`src/rtl/dlsq_pkg.sv`:
```
// package for the delta list sleep queue
// types, widths and constants shared by the core, controller and converter
package dlsq_pkg;

  localparam int unsigned ENTRY_SLOTS_DEF = 32;
  localparam int unsigned PID_W           = 5;
  localparam int unsigned TPS_W           = 14;
  localparam int unsigned MS_W            = 32;
  localparam int unsigned TICK_W          = 32;
  localparam int unsigned PROD_W          = TPS_W + MS_W;
  localparam int unsigned MS_PER_SEC      = 1000;

  localparam logic [TPS_W-1:0] TPS_RESET = 14'd100;

  localparam logic OP_SLEEP = 1'b0;
  localparam logic OP_TICK  = 1'b1;

  localparam int unsigned APB_AW  = 3;
  localparam logic        REG_TPS = 1'b0;

  typedef struct packed {
    logic              done;
    logic [TICK_W-1:0] ticks;
  } conv_stat_t;

  typedef enum logic [3:0] {
    ST_IDLE,
    ST_TO_CHK,
    ST_TO_ADD,
    ST_CONV_WAIT,
    ST_INS_WALK,
    ST_INS_FIN,
    ST_INS_LINK,
    ST_TK_HEAD,
    ST_TK_WAKE,
    ST_TK_PEEK
  } state_e;

endpackage

```
`src/rtl/dlsq_ram.sv`:
```
// generic single write port, single read port ram with registered read
// no dependencies
module dlsq_ram #(
  parameter int unsigned WIDTH = 32,
  parameter int unsigned DEPTH = 32
) (
  input  logic                     clk_i,
  input  logic                     we_i,
  input  logic [$clog2(DEPTH)-1:0] waddr_i,
  input  logic [WIDTH-1:0]         wdata_i,
  input  logic                     re_i,
  input  logic [$clog2(DEPTH)-1:0] raddr_i,
  output logic [WIDTH-1:0]         rdata_o
);

  logic [WIDTH-1:0] mem_q [DEPTH];
  logic [WIDTH-1:0] rdata_q;

  always_ff @(posedge clk_i) begin
    if (we_i) begin
      mem_q[waddr_i] <= wdata_i;
    end
    if (re_i) begin
      rdata_q <= mem_q[raddr_i];
    end
  end

  assign rdata_o = rdata_q;

endmodule

```
`src/rtl/dlsq_conv.sv`:
```
// milliseconds to ticks converter: registered product, then division by 1000 as a
// reciprocal multiply over four partial products; depends on dlsq_pkg
module dlsq_conv
  import dlsq_pkg::*;
(
  input  logic             clk_i,
  input  logic             rst_ni,
  input  logic             start_i,
  input  logic [TPS_W-1:0] tps_i,
  input  logic [MS_W-1:0]  ms_i,
  output conv_stat_t       stat_o
);

  localparam int unsigned PLO_W = 21;
  localparam int unsigned MLO_W = 22;
  localparam int unsigned MHI_W = 21;
  localparam int unsigned MUL_W = PLO_W + MLO_W;
  localparam int unsigned SHIFT = 52;
  localparam int unsigned ACC_W = SHIFT + TICK_W;
  // ceil(2**52 / 1000), exact for every product below 1000 * 2**32
  localparam logic [MLO_W+MHI_W-1:0] RECIP   = 43'd4503599627371;
  localparam logic [PROD_W-1:0]      SAT_LIM = PROD_W'(MS_PER_SEC) << TICK_W;

  logic              busy_q, busy_d;
  logic              done_q, done_d;
  logic [1:0]        step_q, step_d;
  logic [PROD_W-1:0] prod_q, prod_d;
  logic [ACC_W-1:0]  acc_q, acc_d;
  logic [PLO_W-1:0]  mul_a;
  logic [MLO_W-1:0]  mul_b;
  logic [MUL_W-1:0]  mul_p;
  logic [ACC_W-1:0]  part;

  always_comb begin
    mul_a = step_q[1] ? prod_q[2*PLO_W-1:PLO_W] : prod_q[PLO_W-1:0];
    mul_b = step_q[0] ? MLO_W'(RECIP[MLO_W+MHI_W-1:MLO_W]) : RECIP[MLO_W-1:0];
    mul_p = MUL_W'(mul_a) * MUL_W'(mul_b);
    unique case (step_q)
      2'd0: part = ACC_W'(mul_p);
      2'd1: part = ACC_W'(mul_p) << MLO_W;
      2'd2: part = ACC_W'(mul_p) << PLO_W;
      2'd3: part = ACC_W'(mul_p) << (PLO_W + MLO_W);
    endcase
    busy_d = busy_q;
    done_d = done_q;
    step_d = step_q;
    prod_d = prod_q;
    acc_d  = acc_q;
    if (start_i) begin
      busy_d = 1'b1;
      done_d = 1'b0;
      step_d = '0;
      prod_d = PROD_W'(tps_i) * PROD_W'(ms_i);
      acc_d  = '0;
    end else if (busy_q) begin
      acc_d  = acc_q + part;
      step_d = step_q + 2'd1;
      if (step_q == 2'd3) begin
        busy_d = 1'b0;
        done_d = 1'b1;
      end
    end
  end

  always_ff @(posedge clk_i or negedge rst_ni) begin
    if (!rst_ni) begin
      busy_q <= 1'b0;
      done_q <= 1'b0;
      step_q <= '0;
    end else begin
      busy_q <= busy_d;
      done_q <= done_d;
      step_q <= step_d;
    end
  end

  always_ff @(posedge clk_i) begin
    prod_q <= prod_d;
    acc_q  <= acc_d;
  end

  assign stat_o.done  = done_q;
  assign stat_o.ticks = (prod_q >= SAT_LIM) ? '1 : acc_q[ACC_W-1:SHIFT];

endmodule

```
`src/rtl/dlsq_ctrl.sv`:
```
// sequencer for the delta list: removal walk, insertion walk and tick wake-up
// depends on dlsq_pkg; drives the link and delta rams and the converter
module dlsq_ctrl
  import dlsq_pkg::*;
#(
  parameter int unsigned ENTRY_SLOTS = ENTRY_SLOTS_DEF
) (
  input  logic                           clk_i,
  input  logic                           rst_ni,
  input  logic                           in_valid_i,
  output logic                           in_ready_o,
  input  logic                           opcode_i,
  input  logic [PID_W-1:0]               process_id_i,
  output logic                           out_valid_o,
  input  logic                           out_ready_i,
  output logic [PID_W-1:0]               woken_id_o,
  output logic                           last_woken_o,
  output logic                           conv_start_o,
  input  conv_stat_t                     conv_stat_i,
  output logic                           mem_re_o,
  output logic [$clog2(ENTRY_SLOTS)-1:0] mem_raddr_o,
  input  logic [$clog2(ENTRY_SLOTS)-1:0] link_rdata_i,
  input  logic [TICK_W-1:0]              delta_rdata_i,
  output logic                           link_we_o,
  output logic [$clog2(ENTRY_SLOTS)-1:0] link_waddr_o,
  output logic [$clog2(ENTRY_SLOTS)-1:0] link_wdata_o,
  output logic                           delta_we_o,
  output logic [$clog2(ENTRY_SLOTS)-1:0] delta_waddr_o,
  output logic [TICK_W-1:0]              delta_wdata_o
);

  localparam int unsigned IW = $clog2(ENTRY_SLOTS);

  state_e            state_q, state_d;
  logic [IW-1:0]     head_q, head_d;
  logic [IW-1:0]     id_q, cur_q, prev_q, w_q, nx_q;
  logic              at_head_q;
  logic [TICK_W-1:0] acc_q, dn_q, did_q;
  logic              out_valid_q;
  logic [PID_W-1:0]  woken_q;
  logic              last_q;

  logic              accept, id_ok, out_free, match, ge, emit, emit_last;
  logic [TICK_W:0]   sum;

  assign accept   = in_valid_i && in_ready_o;
  assign id_ok    = (process_id_i != '0) && (32'(process_id_i) < 32'(ENTRY_SLOTS));
  assign out_free = !out_valid_q || out_ready_i;
  assign match    = cur_q == id_q;
  assign sum      = {1'b0, acc_q} + {1'b0, delta_rdata_i};
  assign ge       = sum >= {1'b0, conv_stat_i.ticks};

  // next state
  always_comb begin
    state_d = state_q;
    unique case (state_q)
      ST_IDLE: begin
        if (accept) begin
          if (opcode_i == OP_TICK) begin
            if (head_q != '0) state_d = ST_TK_HEAD;
          end else if (id_ok) begin
            state_d = (head_q == '0) ? ST_CONV_WAIT : ST_TO_CHK;
          end
        end
      end
      ST_TO_CHK: begin
        if (match) begin
          state_d = (link_rdata_i != '0) ? ST_TO_ADD : ST_CONV_WAIT;
        end else if (link_rdata_i == '0) begin
          state_d = ST_CONV_WAIT;
        end
      end
      ST_TO_ADD:    state_d = ST_CONV_WAIT;
      ST_CONV_WAIT: begin
        if (conv_stat_i.done) state_d = (head_q == '0) ? ST_INS_FIN : ST_INS_WALK;
      end
      ST_INS_WALK: begin
        if (ge || link_rdata_i == '0) state_d = ST_INS_FIN;
      end
      ST_INS_FIN:  state_d = ST_INS_LINK;
      ST_INS_LINK: state_d = ST_IDLE;
      ST_TK_HEAD: begin
        state_d = (delta_rdata_i <= TICK_W'(1)) ? ST_TK_WAKE : ST_IDLE;
      end
      ST_TK_WAKE: begin
        if (nx_q != '0) state_d = ST_TK_PEEK;
        else if (out_free) state_d = ST_IDLE;
      end
      ST_TK_PEEK: begin
        if (out_free) state_d = (delta_rdata_i == '0) ? ST_TK_WAKE : ST_IDLE;
      end
      default: state_d = ST_IDLE;
    endcase
  end

  // memory, converter and output controls
  always_comb begin
    mem_re_o      = 1'b0;
    mem_raddr_o   = head_q;
    link_we_o     = 1'b0;
    link_waddr_o  = prev_q;
    link_wdata_o  = link_rdata_i;
    delta_we_o    = 1'b0;
    delta_waddr_o = cur_q;
    delta_wdata_o = delta_rdata_i;
    conv_start_o  = 1'b0;
    emit          = 1'b0;
    emit_last     = 1'b1;
    head_d        = head_q;
    unique case (state_q)
      ST_IDLE: begin
        mem_re_o     = accept && (head_q != '0) && ((opcode_i == OP_TICK) || id_ok);
        conv_start_o = accept && (opcode_i == OP_SLEEP) && id_ok;
      end
      ST_TO_CHK: begin
        mem_raddr_o = link_rdata_i;
        mem_re_o    = link_rdata_i != '0;
        if (match) begin
          if (at_head_q) head_d = link_rdata_i;
          else link_we_o = 1'b1;
        end
      end
      ST_TO_ADD: begin
        delta_we_o    = 1'b1;
        delta_wdata_o = delta_rdata_i + acc_q;
      end
      ST_CONV_WAIT: begin
        mem_re_o = conv_stat_i.done && (head_q != '0);
      end
      ST_INS_WALK: begin
        mem_raddr_o = link_rdata_i;
        mem_re_o    = !ge && (link_rdata_i != '0);
      end
      ST_INS_FIN: begin
        link_we_o     = 1'b1;
        link_waddr_o  = id_q;
        link_wdata_o  = cur_q;
        delta_we_o    = 1'b1;
        delta_waddr_o = id_q;
        delta_wdata_o = conv_stat_i.ticks - acc_q;
      end
      ST_INS_LINK: begin
        link_wdata_o  = id_q;
        link_we_o     = !at_head_q;
        if (at_head_q) head_d = id_q;
        delta_we_o    = cur_q != '0;
        delta_wdata_o = dn_q - did_q;
      end
      ST_TK_HEAD: begin
        delta_we_o    = delta_rdata_i > TICK_W'(1);
        delta_wdata_o = delta_rdata_i - TICK_W'(1);
      end
      ST_TK_WAKE: begin
        head_d      = nx_q;
        mem_raddr_o = nx_q;
        mem_re_o    = nx_q != '0;
        emit        = (nx_q == '0) && out_free;
      end
      ST_TK_PEEK: begin
        emit          = out_free;
        emit_last     = delta_rdata_i != '0;
        delta_waddr_o = nx_q;
        delta_we_o    = out_free && (delta_rdata_i != '0);
        delta_wdata_o = delta_rdata_i - TICK_W'(1);
      end
      default: ;
    endcase
  end

  always_ff @(posedge clk_i or negedge rst_ni) begin
    if (!rst_ni) begin
      state_q     <= ST_IDLE;
      head_q      <= '0;
      out_valid_q <= 1'b0;
    end else begin
      state_q <= state_d;
      head_q  <= head_d;
      if (emit) out_valid_q <= 1'b1;
      else if (out_ready_i) out_valid_q <= 1'b0;
    end
  end

  always_ff @(posedge clk_i) begin
    if (emit) begin
      woken_q <= PID_W'(w_q);
      last_q  <= emit_last;
    end
    unique case (state_q)
      ST_IDLE: begin
        id_q      <= IW'(process_id_i);
        cur_q     <= head_q;
        at_head_q <= 1'b1;
      end
      ST_TO_CHK: begin
        cur_q <= link_rdata_i;
        if (match) begin
          acc_q <= delta_rdata_i;
        end else begin
          prev_q    <= cur_q;
          at_head_q <= 1'b0;
        end
      end
      ST_CONV_WAIT: begin
        acc_q     <= '0;
        at_head_q <= 1'b1;
        cur_q     <= head_q;
      end
      ST_INS_WALK: begin
        dn_q <= delta_rdata_i;
        if (!ge) begin
          acc_q     <= sum[TICK_W-1:0];
          prev_q    <= cur_q;
          at_head_q <= 1'b0;
          cur_q     <= link_rdata_i;
        end
      end
      ST_INS_FIN: did_q <= conv_stat_i.ticks - acc_q;
      ST_TK_HEAD: begin
        w_q  <= cur_q;
        nx_q <= link_rdata_i;
      end
      ST_TK_PEEK: begin
        if (out_free && delta_rdata_i == '0) begin
          w_q  <= nx_q;
          nx_q <= link_rdata_i;
        end
      end
      ST_TO_ADD, ST_INS_LINK, ST_TK_WAKE: ;
      default: ;
    endcase
  end

  assign in_ready_o   = state_q == ST_IDLE;
  assign out_valid_o  = out_valid_q;
  assign woken_id_o   = woken_q;
  assign last_woken_o = last_q;

  a_link_wr_slot: assert property (@(posedge clk_i) disable iff (!rst_ni)
    link_we_o |-> link_waddr_o != '0)
    else $error("link write to reserved slot");

  a_delta_wr_slot: assert property (@(posedge clk_i) disable iff (!rst_ni)
    delta_we_o |-> delta_waddr_o != '0)
    else $error("delta write to reserved slot");

  a_wake_src: assert property (@(posedge clk_i) disable iff (!rst_ni)
    $rose(out_valid_q) |-> $past(state_q == ST_TK_WAKE || state_q == ST_TK_PEEK))
    else $error("wake result outside tick walk");

  a_conv_restart: assert property (@(posedge clk_i) disable iff (!rst_ni)
    conv_start_o |=> !conv_stat_i.done)
    else $error("converter done not cleared on start");

  a_walk_pred: assert property (@(posedge clk_i) disable iff (!rst_ni)
    state_q == ST_INS_LINK && !at_head_q |-> prev_q != '0)
    else $error("insertion without predecessor");

endmodule

```
`src/rtl/delta_list_sleep_queue_core.sv`:
```
// Sleep timer queue kept as a delta list; top level with register port.
// Requests enter on in_valid_i/in_ready_o: opcode 0 puts process_id_i to sleep
// for milliseconds_i, opcode 1 reports one timer tick. Wake results leave on
// out_valid_o/out_ready_i as woken_id_o with last_woken_o on the final one.
// One request is worked at a time; in_ready_o is high only when idle.
// A sleep request runs the ms to tick conversion (registered
// product, then four partial products of a reciprocal multiply), overlapped
// with the removal walk, then the insertion walk and the link states
// ST_INS_FIN and ST_INS_LINK; with 32 slots, up to 31 entries can be queued.
// A tick on an empty queue needs no ram read; else the head entry is read,
// then each woken entry in turn. The removal and insertion walks read the
// link and delta rams one entry per cycle.
// A sleep request gives no result; a tick with nothing due gives none.
// ticks_per_second sits at byte address 0 of the apb port, reset value 100.
// Reset empties the queue at once; ram contents need no clearing.
// A result waits in an output register while the receiver stalls; the walk
// holds on a further wake result until that register frees.
module delta_list_sleep_queue_core
  import dlsq_pkg::*;
#(
  parameter int unsigned ENTRY_SLOTS = ENTRY_SLOTS_DEF
) (
  input  logic              clk_i,
  input  logic              rst_ni,
  input  logic              psel,
  input  logic              penable,
  input  logic              pwrite,
  input  logic [APB_AW-1:0] paddr,
  input  logic [31:0]       pwdata,
  output logic [31:0]       prdata,
  output logic              pready,
  input  logic              in_valid_i,
  output logic              in_ready_o,
  input  logic              opcode_i,
  input  logic [PID_W-1:0]  process_id_i,
  input  logic [MS_W-1:0]   milliseconds_i,
  output logic              out_valid_o,
  input  logic              out_ready_i,
  output logic [PID_W-1:0]  woken_id_o,
  output logic              last_woken_o
);

  localparam int unsigned IW = $clog2(ENTRY_SLOTS);

  logic [TPS_W-1:0]  tps_q;
  conv_stat_t        conv_stat;
  logic              conv_start;
  logic              mem_re;
  logic [IW-1:0]     mem_raddr;
  logic [IW-1:0]     link_rdata, link_waddr, link_wdata, delta_waddr;
  logic [TICK_W-1:0] delta_rdata, delta_wdata;
  logic              link_we, delta_we;

  always_ff @(posedge clk_i or negedge rst_ni) begin
    if (!rst_ni) begin
      tps_q <= TPS_RESET;
    end else if (psel && penable && pwrite && pready && paddr[2] == REG_TPS) begin
      tps_q <= pwdata[TPS_W-1:0];
    end
  end

  assign pready = 1'b1;
  assign prdata = (paddr[2] == REG_TPS) ? 32'(tps_q) : '0;

  dlsq_conv u_conv (
    .clk_i  (clk_i),
    .rst_ni (rst_ni),
    .start_i(conv_start),
    .tps_i  (tps_q),
    .ms_i   (milliseconds_i),
    .stat_o (conv_stat)
  );

  dlsq_ram #(.WIDTH(IW), .DEPTH(ENTRY_SLOTS)) u_link_ram (
    .clk_i  (clk_i),
    .we_i   (link_we),
    .waddr_i(link_waddr),
    .wdata_i(link_wdata),
    .re_i   (mem_re),
    .raddr_i(mem_raddr),
    .rdata_o(link_rdata)
  );

  dlsq_ram #(.WIDTH(TICK_W), .DEPTH(ENTRY_SLOTS)) u_delta_ram (
    .clk_i  (clk_i),
    .we_i   (delta_we),
    .waddr_i(delta_waddr),
    .wdata_i(delta_wdata),
    .re_i   (mem_re),
    .raddr_i(mem_raddr),
    .rdata_o(delta_rdata)
  );

  dlsq_ctrl #(.ENTRY_SLOTS(ENTRY_SLOTS)) u_ctrl (
    .clk_i        (clk_i),
    .rst_ni       (rst_ni),
    .in_valid_i   (in_valid_i),
    .in_ready_o   (in_ready_o),
    .opcode_i     (opcode_i),
    .process_id_i (process_id_i),
    .out_valid_o  (out_valid_o),
    .out_ready_i  (out_ready_i),
    .woken_id_o   (woken_id_o),
    .last_woken_o (last_woken_o),
    .conv_start_o (conv_start),
    .conv_stat_i  (conv_stat),
    .mem_re_o     (mem_re),
    .mem_raddr_o  (mem_raddr),
    .link_rdata_i (link_rdata),
    .delta_rdata_i(delta_rdata),
    .link_we_o    (link_we),
    .link_waddr_o (link_waddr),
    .link_wdata_o (link_wdata),
    .delta_we_o   (delta_we),
    .delta_waddr_o(delta_waddr),
    .delta_wdata_o(delta_wdata)
  );

endmodule
```
`config.mk`:
```
export PLATFORM = sky130hd
export DESIGN_NAME = delta_list_sleep_queue_core
export DESIGN_NICKNAME = d
export VERILOG_FILES = /design/src/rtl/dlsq_pkg.sv /design/src/rtl/dlsq_ram.sv /design/src/rtl/dlsq_conv.sv /design/src/rtl/dlsq_ctrl.sv /design/src/rtl/delta_list_sleep_queue_core.sv
export SDC_FILE = /design/constraint.sdc
export NUM_CORES = 2
export LEC_CHECK = 0
export CAP_MARGIN = 15
export CORE_AREA = 8 8 362 435
export CTS_CLUSTER_SIZE = 14
export DETAILED_ROUTE_END_ITERATION = 7
export DIE_AREA = 0 0 370 443
export DONT_BUFFER_PORTS = 1
export GPL_TIMING_DRIVEN = 0
export PLACE_DENSITY = 0.81
export SYNTH_ARGS = -nofsm -noshare
export SYNTH_HDL_FRONTEND = slang
export SYNTH_SLANG_ARGS = --single-unit
```
`constraint.sdc`:
```
create_clock -name clk_i -period 15.45 [get_ports clk_i]
set_input_delay 0 -clock clk_i [delete_from_list [all_inputs] [get_ports clk_i]]
set_output_delay 0 -clock clk_i [all_outputs]
set_load 0.02 [all_outputs]
```
==> results_dict.tcl <==
set metrics [dict create \
    r2r_start "u_conv.step_q[1]" \
    drt.antenna.violating_nets 0 \
    post-route-min-period_ps 14920 \
    crit_fanout 10 \
    cts_buffers 149 \
    cts_buffer_depth 3 \
    timing.final.hold_violations 0 \
    worst_pin_slew_ps 1430 \
    holdCritStartpoint "milliseconds_i[9]" \
    max-slew-margin-rel_pct 4.18 \
    synthArstFlopShare_pct 1.86 \
    first_iter_violations 9371 \
    status "finished, final reports clean" \
    htreeDepth 4 \
    synthTopCellsByArea "edfxtp_1 43%, fa_1 12%, ha_1 7.3%" \
    hp-class "input port to flip-flop" \
    drtPass1Iterations 7 \
    final_max_slew_viol_count 0 \
    synth_area_leader_cell "edfxtp_1" \
    start_kind "flip-flop" \
    cp.arrival_ps 15590 \
    overflow 0 \
    ys.flop_type "edfxtp_1" \
    portBuffers 0 \
    grt_max_degree 42 \
    wirelength_um 323000 \
    r2r-end "u_conv.acc_q[80]" \
    fin_crit_sh_pct 96.6 \
    die_h_um 443 \
    cap_violations 0 \
    cts_sinks 1507 \
    max_clock_freq_ghz 0.0670 \
    post_route_cells_drive_above_1_share_pct 5.81 \
    gp_congestion 1.11 \
    initial_utilization_pct 64.7 \
    whs_endpoint "u_conv.prod_q[10]" \
    end_kind "flip-flop" \
    chipWidth_um 370 \
    clockRootBuffer "clkbuf_16" \
    crit_slowest_cell "a2111oi_0" \
    yosys_warnings 0 \
    synth_area_sq_mm 0.0970 \
    rsz0062_at_grt "false" \
    vias 75359 \
    ys_seq_area_share_pct 45.6 \
    drc 0 \
    synth_most_common_cell "nand2_1" \
    dieArea_sq_mm 0.164 \
    final-setup-viol-count 0 \
    syn_inst 9159 \
    track_usage_pct 38.8 \
    synth_top_area_share_pct 43.2 \
    synth-edff-count 1395 \
    required_ps 16120 \
    reg2regPathDepth 43 \
    grt_pass1_wl_um 473000 \
    cp_slowest_stage_delay_ps 790 \
    post_cts.repair.setup_buffers 0 \
    hpwl_um 244000 \
    reg2reg_slack_ps 530 \
    ys_ff_latch 1507 \
    core.rowCount 156 \
    ys_types 90 \
    skew_ps 69.6 \
    timing.hold.ws_ps 81.9 \
    avgSynthCellArea_sq_um 10.6 \
    io_pins 121 \
    min_path_cells 4 \
    area_delta_synth_final_pct 10.6 \
    fin_util_pct 71.6 \
    cts_tree "built" \
    grt_pass1_vias 75465 \
    insertion_delay_ps 840 \
    critPathKind "flip-flop to flip-flop" \
    antenna_found_initial 29 \
    core_area_sq_mm 0.150 \
    cts.clk_slew.worst_paths_ps 70 \
    synth_commonest_cells "1716 x nand2_1, 1395 x edfxtp_1, 851 x inv_1" \
    fin_nets 10720 \
    wl_per_cell_um 27.9 \
    viasPerCell 6.50 \
]
-- worst max path at each step --
stage                                 from                to  slack [ps]  cells after the start
final                     u_conv.step_q[1]  u_conv.acc_q[80]         530                     43
after detailed placement  u_conv.step_q[1]  u_conv.acc_q[80]         520                     41
after CTS                 u_conv.step_q[1]  u_conv.acc_q[80]         440                     41
after global routing      u_conv.step_q[1]  u_conv.acc_q[80]         150                     45
after floorplan           u_conv.step_q[1]  u_conv.acc_q[80]        4260                     45
after global placement    u_conv.step_q[1]  u_conv.acc_q[82]        -810                     45
-- state kept, by name, indices dropped and copies added, names as in the netlist, 14 cells and up --
signal,cells
u_ctrl.dn_q,32
u_delta_ram.rdata_o,32
u_conv.prod_q,46
u_ctrl.acc_q,32
u_conv.acc_q,84
u_delta_ram.mem_q,1024
tps_q,14
u_ctrl.did_q,32
u_link_ram.mem_q,160
-- layout by cell type (no fill, tap or decap), types with 58 or more instances in the layout --
| cell type | count |
|---|---|
| a211oi_1 | 61 |
| a21o_1 | 197 |
| a21oi_1 | 322 |
| a311oi_1 | 224 |
| a31oi_1 | 116 |
| and2_1 | 260 |
| and3_1 | 181 |
| clkbuf_1 | 419 |
| clkbuf_16 | 151 |
| dfxtp_1 | 84 |
| edfxtp_1 | 1395 |
| fa_1 | 588 |
| ha_1 | 569 |
| inv_1 | 851 |
| mux2i_1 | 90 |
| nand2_1 | 1715 |
| nand3_1 | 353 |
| nor2_1 | 371 |
| nor2b_1 | 58 |
| o21ai_0 | 166 |
| xnor2_1 | 169 |
| xor2_1 | 93 |
-- layout make-up --
cell class                 instances  area, sq um
multi-input combinational       6320        48200
sequential                      1507        44300
fill                           10639        42600
clock buffer                     187         3910
inverter                         851         3190
tap                             1975         2470
timing repair buffer             144         2250
buffer                           510         2060
clock inverter                    81          920
antenna                           13         32.5
-- cell families after synthesis --
logic type	Yosys count	synth area share, %
other cells	2	0.00774
compound gates	1495	10.8
buf+inv	1361	5.41
flops	1507	45.6
xor+xnor	269	2.43
mux	112	1.18
simple gates	3256	15.1
fa+ha+maj	1157	19.5
-- through the flow --
| step | setup TNS, ps | setup WS, ps | instance area [sq um] | std cells |
|---|---|---|---|---|
| CTS | 0 | 440 | 107000 | 11564 |
| detailed placement | 0 | 523 | 102000 | 11243 |
| global route | 0 | 152 | 107000 | 11576 |
| floorplan | 0 | 4260 | 97100 | 9188 |
| finish | 0 | 527 | 107000 | 11588 |
| global placement | -9920 | -806 | 99600 | 11163 |
-- worst max-delay path: cells and delay by family, from the launching register on --
kind | cells | cell delay [ps]
mux | 2 | 690
fa+ha+maj | 9 | 4190
flops | 1 | 380
compound gates | 15 | 4920
simple gates | 4 | 840
xor+xnor | 2 | 920
buf+inv | 11 | 2780
-- timing repair --
item                                    CTS  global route
endpoints found under the setup margin    0             2
gates resized for setup                   0             1
endpoints found under the hold margin    81             0
hold buffers                             53             0
-- routing by layer --
metal  routed length (um)  share of wire, %  up-vias  track usage [%]
li1                     -                 -    32556                -
met1               110000                34    36846             46.0
met2               153000                47     4811             63.6
met3                35100                11     1128             9.61
met4                24300               7.5       18             24.0
met5                  222             0.069        -                0
Power is left out: the tool's default activity adds up to more than one toggle a clock period on the data nets, which glitch-free logic cannot reach.
